[src/hw/rtl/b64c_pkg.sv]
// Shared types, constants and alphabet functions for the base64 stream codec.
package b64c_pkg;

	localparam logic [7:0] PAD_CHAR = 8'h3D;

	// One unit of back-end work: a full or partial group, or an error marker
	typedef struct packed {
		logic [23:0] triple;
		logic        enc;
		logic        err;
		logic [1:0]  cnt_m1;
		logic [1:0]  npad;
		logic        last;
	} job_t;

	// Returns {invalid, sextet}; an invalid character yields sextet zero
	function automatic logic [6:0] sextet_of(logic [7:0] c);
		logic [6:0] r;
		case (c) inside
			[8'h41:8'h5A]: r = {1'b0, 6'(c - 8'h41)};
			[8'h61:8'h7A]: r = {1'b0, 6'(c - 8'h47)};
			[8'h30:8'h39]: r = {1'b0, 6'(c + 8'h04)};
			8'h2B:         r = {1'b0, 6'd62};
			8'h2F:         r = {1'b0, 6'd63};
			default:       r = {1'b1, 6'd0};
		endcase
		return r;
	endfunction

	function automatic logic [7:0] char_of(logic [5:0] s);
		logic [7:0] r;
		case (s) inside
			[6'd0:6'd25]:  r = {2'b00, s} + 8'h41;
			[6'd26:6'd51]: r = {2'b00, s} + 8'h47;
			[6'd52:6'd61]: r = {2'b00, s} - 8'h04;
			6'd62:         r = 8'h2B;
			default:       r = 8'h2F;
		endcase
		return r;
	endfunction

endpackage

[src/hw/rtl/base64_stream_codec.sv]
// Base64 stream codec: direction register 0 encodes bytes into base64 text, 1 decodes text
// into bytes. An input word is taken in any cycle in which the job queue has room, so
// decoding runs at one word per cycle; the back end delivers one result word per cycle
// while out_ready is high and a job is waiting, so encoding (four characters per three
// bytes) is paced by the output. A result passes through the job queue, the job register
// and the output register. Malformed decode input gives one error word (out_error and
// out_last set, out_byte zero) and the rest of that message is dropped. Write the direction
// only while the codec is idle; each write starts a new message.
module base64_stream_codec #(
	parameter int QUEUE_DEPTH = 2
) (
	input  logic       clk,
	input  logic       arst_n,
	input  logic       in_valid,
	output logic       in_ready,
	input  logic [7:0] in_byte,
	input  logic       in_last,
	output logic       out_valid,
	input  logic       out_ready,
	output logic [7:0] out_byte,
	output logic       out_last,
	output logic       out_error,
	input  logic       cfg_valid,
	output logic       cfg_ready,
	input  logic       cfg_direction
);
	import b64c_pkg::*;

	logic q_ready;
	logic q_valid;
	logic push;
	logic pop;
	job_t push_job;
	job_t q_head;

	assign cfg_ready = 1'b1;

	b64c_front u_front (
		.clk           (clk),
		.arst_n        (arst_n),
		.in_valid      (in_valid),
		.in_ready      (in_ready),
		.in_byte       (in_byte),
		.in_last       (in_last),
		.cfg_valid     (cfg_valid),
		.cfg_direction (cfg_direction),
		.q_ready       (q_ready),
		.push          (push),
		.push_job      (push_job)
	);

	b64c_queue #(
		.DEPTH (QUEUE_DEPTH)
	) u_queue (
		.clk      (clk),
		.arst_n   (arst_n),
		.push     (push),
		.push_job (push_job),
		.ready    (q_ready),
		.pop      (pop),
		.valid    (q_valid),
		.head     (q_head)
	);

	b64c_back u_back (
		.clk       (clk),
		.arst_n    (arst_n),
		.q_valid   (q_valid),
		.q_head    (q_head),
		.pop       (pop),
		.out_valid (out_valid),
		.out_ready (out_ready),
		.out_byte  (out_byte),
		.out_last  (out_last),
		.out_error (out_error)
	);

endmodule

[src/hw/rtl/b64c_front.sv]
// Front end: accepts words, gathers groups and classifies them into jobs.
module b64c_front (
	input  logic          clk,
	input  logic          arst_n,
	input  logic          in_valid,
	output logic          in_ready,
	input  logic [7:0]    in_byte,
	input  logic          in_last,
	input  logic          cfg_valid,
	input  logic          cfg_direction,
	input  logic          q_ready,
	output logic          push,
	output b64c_pkg::job_t push_job
);
	import b64c_pkg::*;

	logic        dir_q;
	logic [17:0] held_q, held_d;
	logic [1:0]  cnt_q, cnt_d;
	logic        tp_q, tp_d;
	logic        abs_q, abs_d;
	logic        accept;
	logic        job_d;
	logic [6:0]  sx;
	logic        bad;
	logic        pad;
	logic [5:0]  vz;
	logic [1:0]  trim;

	assign in_ready = q_ready;
	assign accept   = in_valid && q_ready;
	assign sx       = sextet_of(in_byte);
	assign bad      = sx[6];
	assign pad      = (in_byte == PAD_CHAR);
	assign vz       = pad ? 6'd0 : sx[5:0];
	assign trim     = in_last ? ({1'b0, tp_q} + {1'b0, pad}) : 2'd0;

	always_comb begin
		job_d           = 1'b0;
		push_job        = '0;
		held_d          = held_q;
		cnt_d           = cnt_q;
		tp_d            = tp_q;
		abs_d           = abs_q;
		if (dir_q) begin
			push_job.enc = 1'b0;
			if (abs_q) begin
				// drop everything through the end of the bad message
				if (in_last) begin
					abs_d = 1'b0;
				end
			end else if ((bad && !(cnt_q[1] && pad)) || (cnt_q != 2'd3 && in_last)) begin
				job_d         = 1'b1;
				push_job.err  = 1'b1;
				push_job.last = 1'b1;
				held_d        = '0;
				cnt_d         = '0;
				tp_d          = 1'b0;
				abs_d         = !in_last;
			end else if (cnt_q != 2'd3) begin
				held_d = {held_q[11:0], vz};
				if (cnt_q == 2'd2) begin
					tp_d = pad;
				end
				cnt_d = cnt_q + 2'd1;
			end else begin
				job_d           = 1'b1;
				push_job.triple = {held_q, vz};
				push_job.cnt_m1 = 2'd2 - trim;
				push_job.last   = in_last;
				held_d          = '0;
				cnt_d           = '0;
				tp_d            = 1'b0;
			end
		end else begin
			push_job.enc = 1'b1;
			if (!cnt_q[1] && !in_last) begin
				held_d = {held_q[9:0], in_byte};
				cnt_d  = cnt_q + 2'd1;
			end else begin
				job_d           = 1'b1;
				push_job.cnt_m1 = 2'd3;
				push_job.last   = in_last;
				case (cnt_q)
					2'd0: begin
						push_job.triple = {in_byte, 16'h0000};
						push_job.npad   = 2'd2;
					end
					2'd1: begin
						push_job.triple = {held_q[7:0], in_byte, 8'h00};
						push_job.npad   = 2'd1;
					end
					default: begin
						push_job.triple = {held_q[15:0], in_byte};
						push_job.npad   = 2'd0;
					end
				endcase
				held_d = '0;
				cnt_d  = '0;
			end
		end
	end

	assign push = accept && job_d;

	always_ff @(posedge clk or negedge arst_n) begin
		if (!arst_n) begin
			dir_q  <= 1'b0;
			held_q <= '0;
			cnt_q  <= '0;
			tp_q   <= 1'b0;
			abs_q  <= 1'b0;
		end else if (cfg_valid) begin
			// new direction starts a fresh message
			dir_q  <= cfg_direction;
			held_q <= '0;
			cnt_q  <= '0;
			tp_q   <= 1'b0;
			abs_q  <= 1'b0;
		end else if (accept) begin
			held_q <= held_d;
			cnt_q  <= cnt_d;
			tp_q   <= tp_d;
			abs_q  <= abs_d;
		end
	end

endmodule

[src/hw/rtl/b64c_queue.sv]
// Small job queue between the front and back ends.
module b64c_queue #(
	parameter int DEPTH = 2
) (
	input  logic           clk,
	input  logic           arst_n,
	input  logic           push,
	input  b64c_pkg::job_t push_job,
	output logic           ready,
	input  logic           pop,
	output logic           valid,
	output b64c_pkg::job_t head
);
	import b64c_pkg::*;

	localparam int PtrW = (DEPTH > 1) ? $clog2(DEPTH) : 1;
	localparam int CntW = $clog2(DEPTH + 1);

	job_t            mem_q [DEPTH];
	logic [PtrW-1:0] wr_q, rd_q;
	logic [CntW-1:0] count_q;

	assign ready = (count_q != CntW'(DEPTH));
	assign valid = (count_q != '0);
	assign head  = mem_q[rd_q];

	always_ff @(posedge clk) begin
		if (push) begin
			mem_q[wr_q] <= push_job;
		end
	end

	always_ff @(posedge clk or negedge arst_n) begin
		if (!arst_n) begin
			wr_q    <= '0;
			rd_q    <= '0;
			count_q <= '0;
		end else begin
			if (push) begin
				wr_q <= (wr_q == PtrW'(DEPTH - 1)) ? '0 : wr_q + 1'b1;
			end
			if (pop) begin
				rd_q <= (rd_q == PtrW'(DEPTH - 1)) ? '0 : rd_q + 1'b1;
			end
			if (push && !pop) begin
				count_q <= count_q + 1'b1;
			end else if (pop && !push) begin
				count_q <= count_q - 1'b1;
			end
		end
	end

`ifndef SYNTHESIS
	assert property (@(posedge clk) disable iff (!arst_n) push |-> count_q != CntW'(DEPTH))
		else $error("job queue overflow");
	assert property (@(posedge clk) disable iff (!arst_n) pop |-> count_q != '0)
		else $error("job queue underflow");
`endif

endmodule

[src/hw/rtl/b64c_back.sv]
// Back end: expands each job into result words, one per cycle while out_ready allows.
module b64c_back (
	input  logic           clk,
	input  logic           arst_n,
	input  logic           q_valid,
	input  b64c_pkg::job_t q_head,
	output logic           pop,
	output logic           out_valid,
	input  logic           out_ready,
	output logic [7:0]     out_byte,
	output logic           out_last,
	output logic           out_error
);
	import b64c_pkg::*;

	job_t       job_q;
	logic       job_valid_q;
	logic [1:0] idx_q;
	logic       out_valid_q;
	logic [7:0] out_byte_q;
	logic       out_last_q;
	logic       out_error_q;
	logic       advance;
	logic       emit;
	logic       job_done;
	logic [5:0] sextet;
	logic [7:0] dec_byte;
	logic [7:0] res_byte;
	logic       res_last;
	logic       res_error;

	assign advance  = !out_valid_q || out_ready;
	assign emit     = advance && job_valid_q;
	assign job_done = emit && (idx_q == job_q.cnt_m1);
	assign pop      = q_valid && (!job_valid_q || job_done);

	always_comb begin
		case (idx_q)
			2'd0:    sextet = job_q.triple[23:18];
			2'd1:    sextet = job_q.triple[17:12];
			2'd2:    sextet = job_q.triple[11:6];
			default: sextet = job_q.triple[5:0];
		endcase
		case (idx_q)
			2'd0:    dec_byte = job_q.triple[23:16];
			2'd1:    dec_byte = job_q.triple[15:8];
			default: dec_byte = job_q.triple[7:0];
		endcase
		if (job_q.err) begin
			res_byte  = 8'h00;
			res_last  = 1'b1;
			res_error = 1'b1;
		end else if (job_q.enc) begin
			// trailing positions of a short group become pad characters
			res_byte  = (({1'b0, idx_q} + {1'b0, job_q.npad}) > 3'd3) ? PAD_CHAR
				: char_of(sextet);
			res_last  = job_q.last && (idx_q == 2'd3);
			res_error = 1'b0;
		end else begin
			res_byte  = dec_byte;
			res_last  = job_q.last && (idx_q == job_q.cnt_m1);
			res_error = 1'b0;
		end
	end

	always_ff @(posedge clk) begin
		if (pop) begin
			job_q <= q_head;
		end
		if (emit) begin
			out_byte_q  <= res_byte;
			out_last_q  <= res_last;
			out_error_q <= res_error;
		end
	end

	always_ff @(posedge clk or negedge arst_n) begin
		if (!arst_n) begin
			job_valid_q <= 1'b0;
			idx_q       <= '0;
			out_valid_q <= 1'b0;
		end else begin
			if (advance) begin
				out_valid_q <= job_valid_q;
			end
			if (pop) begin
				job_valid_q <= 1'b1;
				idx_q       <= '0;
			end else if (job_done) begin
				job_valid_q <= 1'b0;
				idx_q       <= '0;
			end else if (emit) begin
				idx_q <= idx_q + 2'd1;
			end
		end
	end

	assign out_valid = out_valid_q;
	assign out_byte  = out_byte_q;
	assign out_last  = out_last_q;
	assign out_error = out_error_q;

`ifndef SYNTHESIS
	assert property (@(posedge clk) disable iff (!arst_n)
		out_valid && out_error |-> out_last && out_byte == 8'h00)
		else $error("error word must be final and zero");
	assert property (@(posedge clk) disable iff (!arst_n)
		job_valid_q |-> idx_q <= job_q.cnt_m1)
		else $error("result index ran past job length");
`endif

endmodule

[config.mk]
export PLATFORM = sky130hd
export DESIGN_NAME = base64_stream_codec
export DESIGN_NICKNAME = d
export VERILOG_FILES = /design/src/hw/rtl/b64c_pkg.sv /design/src/hw/rtl/base64_stream_codec.sv /design/src/hw/rtl/b64c_front.sv /design/src/hw/rtl/b64c_queue.sv /design/src/hw/rtl/b64c_back.sv
export SDC_FILE = /design/constraint.sdc
export NUM_CORES = 1
export LEC_CHECK = 0
export BUFFER_PORTS_ARGS = -buffer_cell sky130_fd_sc_hd__buf_2
export CAP_MARGIN = 20
export CORE_MARGIN = 2
export CORE_UTILIZATION = 40
export CTS_CLUSTER_DIAMETER = 80
export DETAILED_ROUTE_END_ITERATION = 8
export PLACE_DENSITY_LB_ADDON = 0.1
export SLEW_MARGIN = 20
export SYNTH_ARGS = -nofsm -noshare
export SYNTH_HDL_FRONTEND = slang
export SYNTH_HIERARCHICAL = 1
export SYNTH_SLANG_ARGS = --single-unit
[constraint.sdc]
create_clock -name clk -period 4.1 [get_ports clk]
set_clock_uncertainty 0.15 [all_clocks]
set_input_delay 1.23 -clock clk [delete_from_list [all_inputs] [get_ports clk]]
set_output_delay 1.23 -clock clk [all_outputs]
set_load 0.01 [all_outputs]
; ---- Word-level counts from Yosys, hierarchy flattened
; Memory sizes are Yosys's and may differ from the RTL's. A register that Yosys moved wholly into a read port is not among the register bits.
; Cells that the tools add are included.
[word_totals]
reg_bits = 41
ramBits = 62
in_bits = 15
out_inout_bits = 13
elab_cells = 177
memories = 1
[op_classes]
n_addsub = 15
n_lt_le_gt_ge = 13
n_eq_ne = 15
mux = 79
n_reduce_logical = 40
[memory_table]
columns = memory, words, width, rd, rd_clocked_by_memory_dff, wr, line_no
row1 = u_queue.mem_q, 2, 31, 1, 1, 1, b64c_queue.sv:19  ; job_t mem_q [DEPTH];
[ops]
columns = cell, n
row1 = two-way mux 18 bit, 7
row2 = two-way mux 24 bit, 4
row3 = one-hot mux 24 bit (2 select lines), 1
row4 = two-way mux 8 bit, 5
row5 = two-way mux 7 bit, 5
row6 = two-way mux 2 bit, 17
row7 = two-way mux 1 bit, 32
row8 = two-way mux 25 bit, 1
row9 = "== test 8 x 6 -> 1 bit, second input constant", 3
row10 = logical AND 1 bit, 19
row11 = one-hot mux 6 bit (3 select lines), 1
row12 = "adder 6 x 7 -> 8 bit, second input constant", 2
row13 = "greater-or-equal comparator 8 x 7 -> 1 bit, second input constant", 2
row14 = "<= comparator 8 x 7 -> 1 bit, second input constant", 2
row15 = one-hot mux 8 bit (2 select lines), 1
row16 = "<= comparator 6 bit, second input constant", 2
row17 = nonzero test 2 bit, 5
row18 = "greater-or-equal comparator 8 x 6 -> 1 bit, second input constant", 1
row19 = "<= comparator 8 x 6 -> 1 bit, second input constant", 1
row20 = zero test 1 bit, 7
row21 = "subtractor 6 x 3 -> 7 bit, second input constant", 1
row22 = "adder 2 x 1 -> 2 bit, second input constant", 3
row23 = "adder 6 x 3 -> 6 bit, second input constant", 1
row24 = "== test 2 bit, second input constant", 3
row25 = 27 further kinds, 36

; ---- Longest topological paths before layout
[depth]
word_depth = 16
ltp_mapped = 13
mapped_depth_nobuf = 12

; ---- Hierarchy
; The synthesis kept the hierarchy.
[by_module_without_submodules]
columns = mod, n_inst, cells_per_inst, area_each_um2, seq_area_each_um2
row1 = b64c_queue, 1, 113, 2580.0, 1961.9
row2 = b64c_front, 1, 278, 2439.8, 575.6
row3 = b64c_back, 1, 200, 2323.5, 1331.3
row4 = base64_stream_codec, 1, 2, 11.3, 0.0

; ---- Least setup slack after synthesis
; Ideal clock, no wire load.
[synth_timing]
path_type = in2reg
start = input in_byte[1]
end = memory u_queue/mem_q[0][0] (netlist name), enable pin
setup_ps = 423
arrival_time_ps = 4415
t_required_ps = 3527
path_slack_ps = -888
stages = 10
path_buffers = 1
path_cell_list = buf_2 > inv_1 > ha_1 > nor2b_1 > a2bb2oi_2 > o211ai_2 > nor2_4 > nor3_1 > o21ai_0 > nor2b_1
[synth_between]
elab_chain_len = 14
elab_cells_between_ends = 27
cone_classes = order compare (6) / eq/ne (3) / mux (10) / reduce/logical (8)
[synth_lines]
columns = item, line_no
row1 = start: declaration, base64_stream_codec.sv:16  ; input logic [7:0] in_byte,
row2 = "parallel branches: the longest is 6 deep, another holds greater-or-equal comparator 8 x 6 -> 1 bit", --
row3 = logical AND 1 bit (*), b64c_front.sv:52  ; end else if ((bad && !(cnt_q[1] && pad)) || (cnt_q != 2'd3 && in_last)) begin
row4 = logical OR 1 bit (*), b64c_front.sv:52
row5 = two-way mux 1 bit (*), b64c_front.sv:52
row6 = two-way mux 1 bit (*), b64c_front.sv:47  ; if (abs_q) begin
row7 = two-way mux 1 bit (*), b64c_front.sv:45  ; if (dir_q) begin
row8 = logical AND 1 bit (*), b64c_front.sv:104  ; assign push = accept && job_d;
row9 = net push, base64_stream_codec.sv:31  ; logic push;
row10 = two-way mux 1 bit (*), b64c_queue.sv:28  ; if (push) begin
row11 = two-way mux 1 bit (implied by the code) (*), b64c_queue.sv:29  ; mem_q[wr_q] <= push_job;
row12 = end: declaration, b64c_queue.sv:19
; Mark *: on every way through the listed nets, which the timed path passes.

; ---- Worst setup path after layout
[layout_timing]
start = input in_byte[0]
end = register u_queue.count_q[1]
[layout_between]
elab_chain_len = 15
elab_cells_between_ends = 30
cone_classes = order compare (6) / eq/ne (3) / mux (9) / reduce/logical (12)
[layout_lines]
columns = item, line_no
row1 = "parallel branches: the longest is 6 deep, another holds greater-or-equal comparator 8 x 6 -> 1 bit", --
row2 = logical AND 1 bit (*), b64c_front.sv:52
row3 = logical OR 1 bit (*), b64c_front.sv:52
row4 = two-way mux 1 bit (*), b64c_front.sv:52
row5 = two-way mux 1 bit (*), b64c_front.sv:47
row6 = two-way mux 1 bit (*), b64c_front.sv:45
row7 = logical AND 1 bit (*), b64c_front.sv:104
row8 = net push, base64_stream_codec.sv:31
row9 = zero test 1 bit, b64c_queue.sv:47  ; end else if (pop && !push) begin
row10 = logical AND 1 bit, b64c_queue.sv:47
row11 = nonzero test 2 bit (no source line), --
row12 = end signal: assignment, b64c_queue.sv:46  ; count_q <= count_q + 1'b1;
row13 = end signal: assignment, b64c_queue.sv:48  ; count_q <= count_q - 1'b1;
row14 = end: declaration, b64c_queue.sv:21  ; logic [CntW-1:0] count_q;
; Marks and branches as above.
; A chain may end at the register's enable or synchronous reset.

==> reports/metrics.sh <==
RUN_STATUS='complete, no violations'
AREA_GROWTH_SYN_TO_LAYOUT_PCT=11.9
SETUP.WORST_PATH.END_CLASS='flip-flop'
POWER.SWITCHING_W=0.00203
SETUP-TNS-FINAL_PS=0
SYNTH_SIMPLE_GATE_AREA_FRAC=0.116
REGISTER_AREA_UM2=3870
POSTCTSHOLDBUFS=0
VIA_PER_INST=5.77
ROUTEDWLPERCELL_UM=19.5
GLOBALROUTETOTALUTIL=0.176
CLOCK.FMAX_MHz=280
DRT_PRE_ANTENNA_ITERS=5
CLOCK_POWER_SHARE=0.253
TOTAL_LEAKAGE_POWER_nW=3.18
LAYOUT_MIN_CYCLE_TIME_PS=3570
GRT_START_MAX_NET_PINS=33
PLACE.DETAILED.INSTANCES=828
TIMING.FINAL.HOLD_VIOLATIONS=0
CTS-ROOT-TO-SINK-BUFFERS=2
MAX-SLEW-MARGIN-REL=0.333
PLACEABLECOREAREA_UM2=18000
SYNTH_COMPOUND_GATE_AREA_SHARE=0.177
NUM-FILL-CELLS=1690
RESIDUAL_ANTENNA_VIOLATING_NET_COUNT_AFTER_DETAILED_ROUTING=0
TRANSITION_TIME_AT_THE_PIN_WITH_THE_LEAST_SLEW_MARGIN_PS=1000
SYNTH_CELL_TYPES=78
FIN_MAX_SLEW_VIOS=0
DIE_Y_UM=140
DRT_DRC_VIOLATIONS_LEFT=0
CTS.SINKS=134
CHIPWIDTH_UM=140
PATH_CLK_SLEW_PS=60
CLOCK_INSERTION_DELAY_WORST_SKEW_PS=410
NUMBER_OF_ENABLE_FLIP_FLOP_CELLS_AFTER_SYNTHESIS=103
TIMING.FINAL.CRIT_SHARE=0.870
SYN-CELL-AREA_UM2=7350
SYNTH_TOP_FAMILY_BY_AREA='compound AO/OA/AOI/OAI gates'
NETLIST_TOP_CELLS_AREA='sky130_fd_sc_hd__edfxtp_1 42%, sky130_fd_sc_hd__dfrtp_1 11%, sky130_fd_sc_hd__mux2_4 6.3%'
YS_SEQ_ELEMENTS=134
CTS_RESIZED=0
FLOORPLAN.ROWS=49
MUXSHAREOFSYNTHAREA=0.0754
VIAS=4963
FINAL_NET_COUNT=656
LAYOUT.CELLS.MOST_COMMON='sky130_fd_sc_hd__edfxtp_1'
DETAILEDROUTE.FIRSTITERATIONVIOLATIONS=285
NUMBER_OF_ANTENNA_VIOLATIONS_AT_THE_FIRST_CHECK_IN_GLOBAL_ROUTING=0
DRV.MAX_CAP_VIOLATION_COUNT=0
POST-SYNTH-TOP-AREA-CELL='sky130_fd_sc_hd__edfxtp_1'
ASYNC_FLOP_SHARE=0.231
PORT-BUFFER-COUNT=26
SYNTH_FA_HA_AREA_FRAC=0.0391
TOTAL_HALF_PERIMETER_WIRELENGTH_AFTER_LEGALIZATION_AND_DETAILED_PLACEMENT_UM=12000
LAYOUT-DRIVE-GT1-SHARE=0.222
SWSHARE=0.357
POWER_DENSITY_nW_PER_UM2=691
HTREEDEPTH=4
CLK_ROOT_BUFFER_CELL='sky130_fd_sc_hd__clkbuf_16'
SYNTH.TOP_CELL.AREA_SHARE=0.421
SYN-NUM-NETS=631
WORST_SETUP_PATH_START_KIND='primary input'
LARGEST_FANOUT_ON_THE_CRITICAL_PATH=12
POST_SYNTH.CELL_AREA_AVG_UM2=12.4
CRITICAL_SETUP_PATH_CLASS='in2reg'
MULTI_INPUT_COMB_AREA_UM2=3140
WORST-ENDPOINT-REQUIRED_PS=4290
DIE_AREA_UM2=19500
SYN-INSTANCE-COUNT=593
PWR-SHARE-SEQ=0.392
YS_DOMINANT_REG_CELL='sky130_fd_sc_hd__edfxtp_1'
SEQUENTIAL_ELEMENT_SHARE_OF_THE_SYNTHESIZED_AREA=0.526
ANTENNADIODECOUNT=0
CP_DATA_ARRIVAL_TIME_PS=3750
CTS_SETUP_BUFFERS=0
YOSYSWARNINGCOUNT=6
VDD_IR_DROP_MAX_mV=0.374
LAYOUT.CELLS.NON_FILLER=860
GRT_FIRST_PASS_WIRELENGTH_UM=26800
GP_ROUTABILITY_CONGESTION=0.878
DRT_WL_TOTAL_UM=16700
NUMCTSBUFFERS=17
SYNTH_XOR_XNOR_AREA_SHARE=0.0167
INTERNAL_POWER_W=0.00366
COMBINATIONALPOWERSHARE=0.356
FIRST_GLOBAL_VIAS=4891
RSZ0062_AT_GRT='false'
FLOORPLAN.IO_PINS=28
SETUP-VIOLATIONS-FINAL=0
MOST-COMMON-LAYOUT-CELLS='103 x sky130_fd_sc_hd__edfxtp_1, 40 x sky130_fd_sc_hd__nor2_1, 36 x sky130_fd_sc_hd__nand2_1, 36 x sky130_fd_sc_hd__a21oi_1, 31 x sky130_fd_sc_hd__mux2_4'
CTS_TREE='built'
OVERFLOW=0
MIN_PATH_TYPE='reg2reg'
INITIAL_CORE_UTIL=0.408
[cell type report]
class | count | area share
tap | 229 | 0.0348
sequential | 134 | 0.470
inverter | 22 | 0.0100
multi-input combinational | 398 | 0.381
timing repair buffer | 45 | 0.0347
clock buffer | 18 | 0.0522
clock inverter | 14 | 0.0166
[layer usage]
metal / global-route usage / wire length (um)
met1: 0.220 / 7350
met5: 0 / 0
met2: 0.298 / 8240
met3: 0.0389 / 732
met4: 0.0663 / 421
[path summary, 6_finish.rpt]
path                            slack [ps]                  to               start  cells past startpoint
worst max-delay path                   530  u_queue/count_q[1]          in_byte[0]                     14
worst min-delay path                   340  u_queue/count_q[1]  u_queue/count_q[1]                      1
worst max register to register         600  u_back/out_byte[1]     u_back/idx_q[0]                     11
worst min register to register         340  u_queue/count_q[1]  u_queue/count_q[1]                      1
max in group asynchronous             2520        u_queue/rd_q              arst_n                      1
min in group asynchronous              730       u_front/dir_q              arst_n                      1
[kinds of logic after synthesis]
family                     after synthesis
AOI/OAI and AO/OA                      161
xor gates and xnor gates                14
adders and majority gates               23
buffers and inverters                   61
DFF                                    134
muxes                                   39
other                                    1
and+or+nand+nor                        160
[registers in the layout, indices dropped and copies added, names as in the netlist, 2 cells and up]
| signal | flops |
|---|---|
| u_queue/mem_q | 62 |
| u_queue/count_q | 2 |
| u_front/held_q | 18 |
| u_front/cnt_q | 2 |
| u_back/idx_q | 2 |
| u_back/out_byte | 8 |
| u_back/job_q | 31 |
[through the flow]
stage | power (W) | cell area [um^2] | hold slack [ps] | utilization | worst slack [ps]
after floorplan | 0.00379 | 7360 | 274 | - | 109
after global placement | 0.00425 | 7660 | 323 | 0.425 | 185
after detailed placement | 0.00426 | 7660 | 330 | 0.425 | 89.6
after CTS | 0.00572 | 8230 | 338 | 0.456 | 517
after global routing | 0.00601 | 8230 | 376 | 0.456 | 356
final | 0.00569 | 8230 | 338 | 0.456 | 533
[cells in the mapped netlist, drive strengths merged, types with 3 or more instances]
master	count
edfxtp	103
nor2	43
nand2	38
a21oi	37
mux2	35
dfrtp	31
ha	23
inv	21
a221oi	20
buf	20
clkbuf	19
o21ai	17
and3	15
a221o	14
nand3	13
nor3	13
a22o	12
a32o	9
nor4	8
o2bb2ai	8
xnor2	8
nand2b	7
nor2b	7
a311oi	6
xor2	6
a21o	5
a31oi	4
and2	4
mux2i	4
a222oi	3
a31o	3
[critical path: stages]
cell and delay [ps]:
sky130_fd_sc_hd__buf_2 230, sky130_fd_sc_hd__inv_1 130, sky130_fd_sc_hd__ha_1 270, sky130_fd_sc_hd__nor2b_1 160
sky130_fd_sc_hd__a2bb2oi_2 200, sky130_fd_sc_hd__a311oi_4 340, sky130_fd_sc_hd__nor2_4 50, sky130_fd_sc_hd__nor3_1 220
sky130_fd_sc_hd__o21ai_1 140, sky130_fd_sc_hd__buf_4 160, sky130_fd_sc_hd__ha_1 200, sky130_fd_sc_hd__xor2_1 150
sky130_fd_sc_hd__nor2_1 110, sky130_fd_sc_hd__xor2_1 140
[power groups by stage]
stage / Sequential, W / Combinational, W / Clock (W)
global route: 0.00228 / 0.00221 / 0.00153
detailed placement: 0.00226 / 0.00201 / 0
finish: 0.00223 / 0.00202 / 0.00144
global placement: 0.00225 / 0.00200 / 0
CTS: 0.00223 / 0.00201 / 0.00147
floorplan: 0.00212 / 0.00168 / 0
Note: power is estimated with default switching activity, not from simulation.
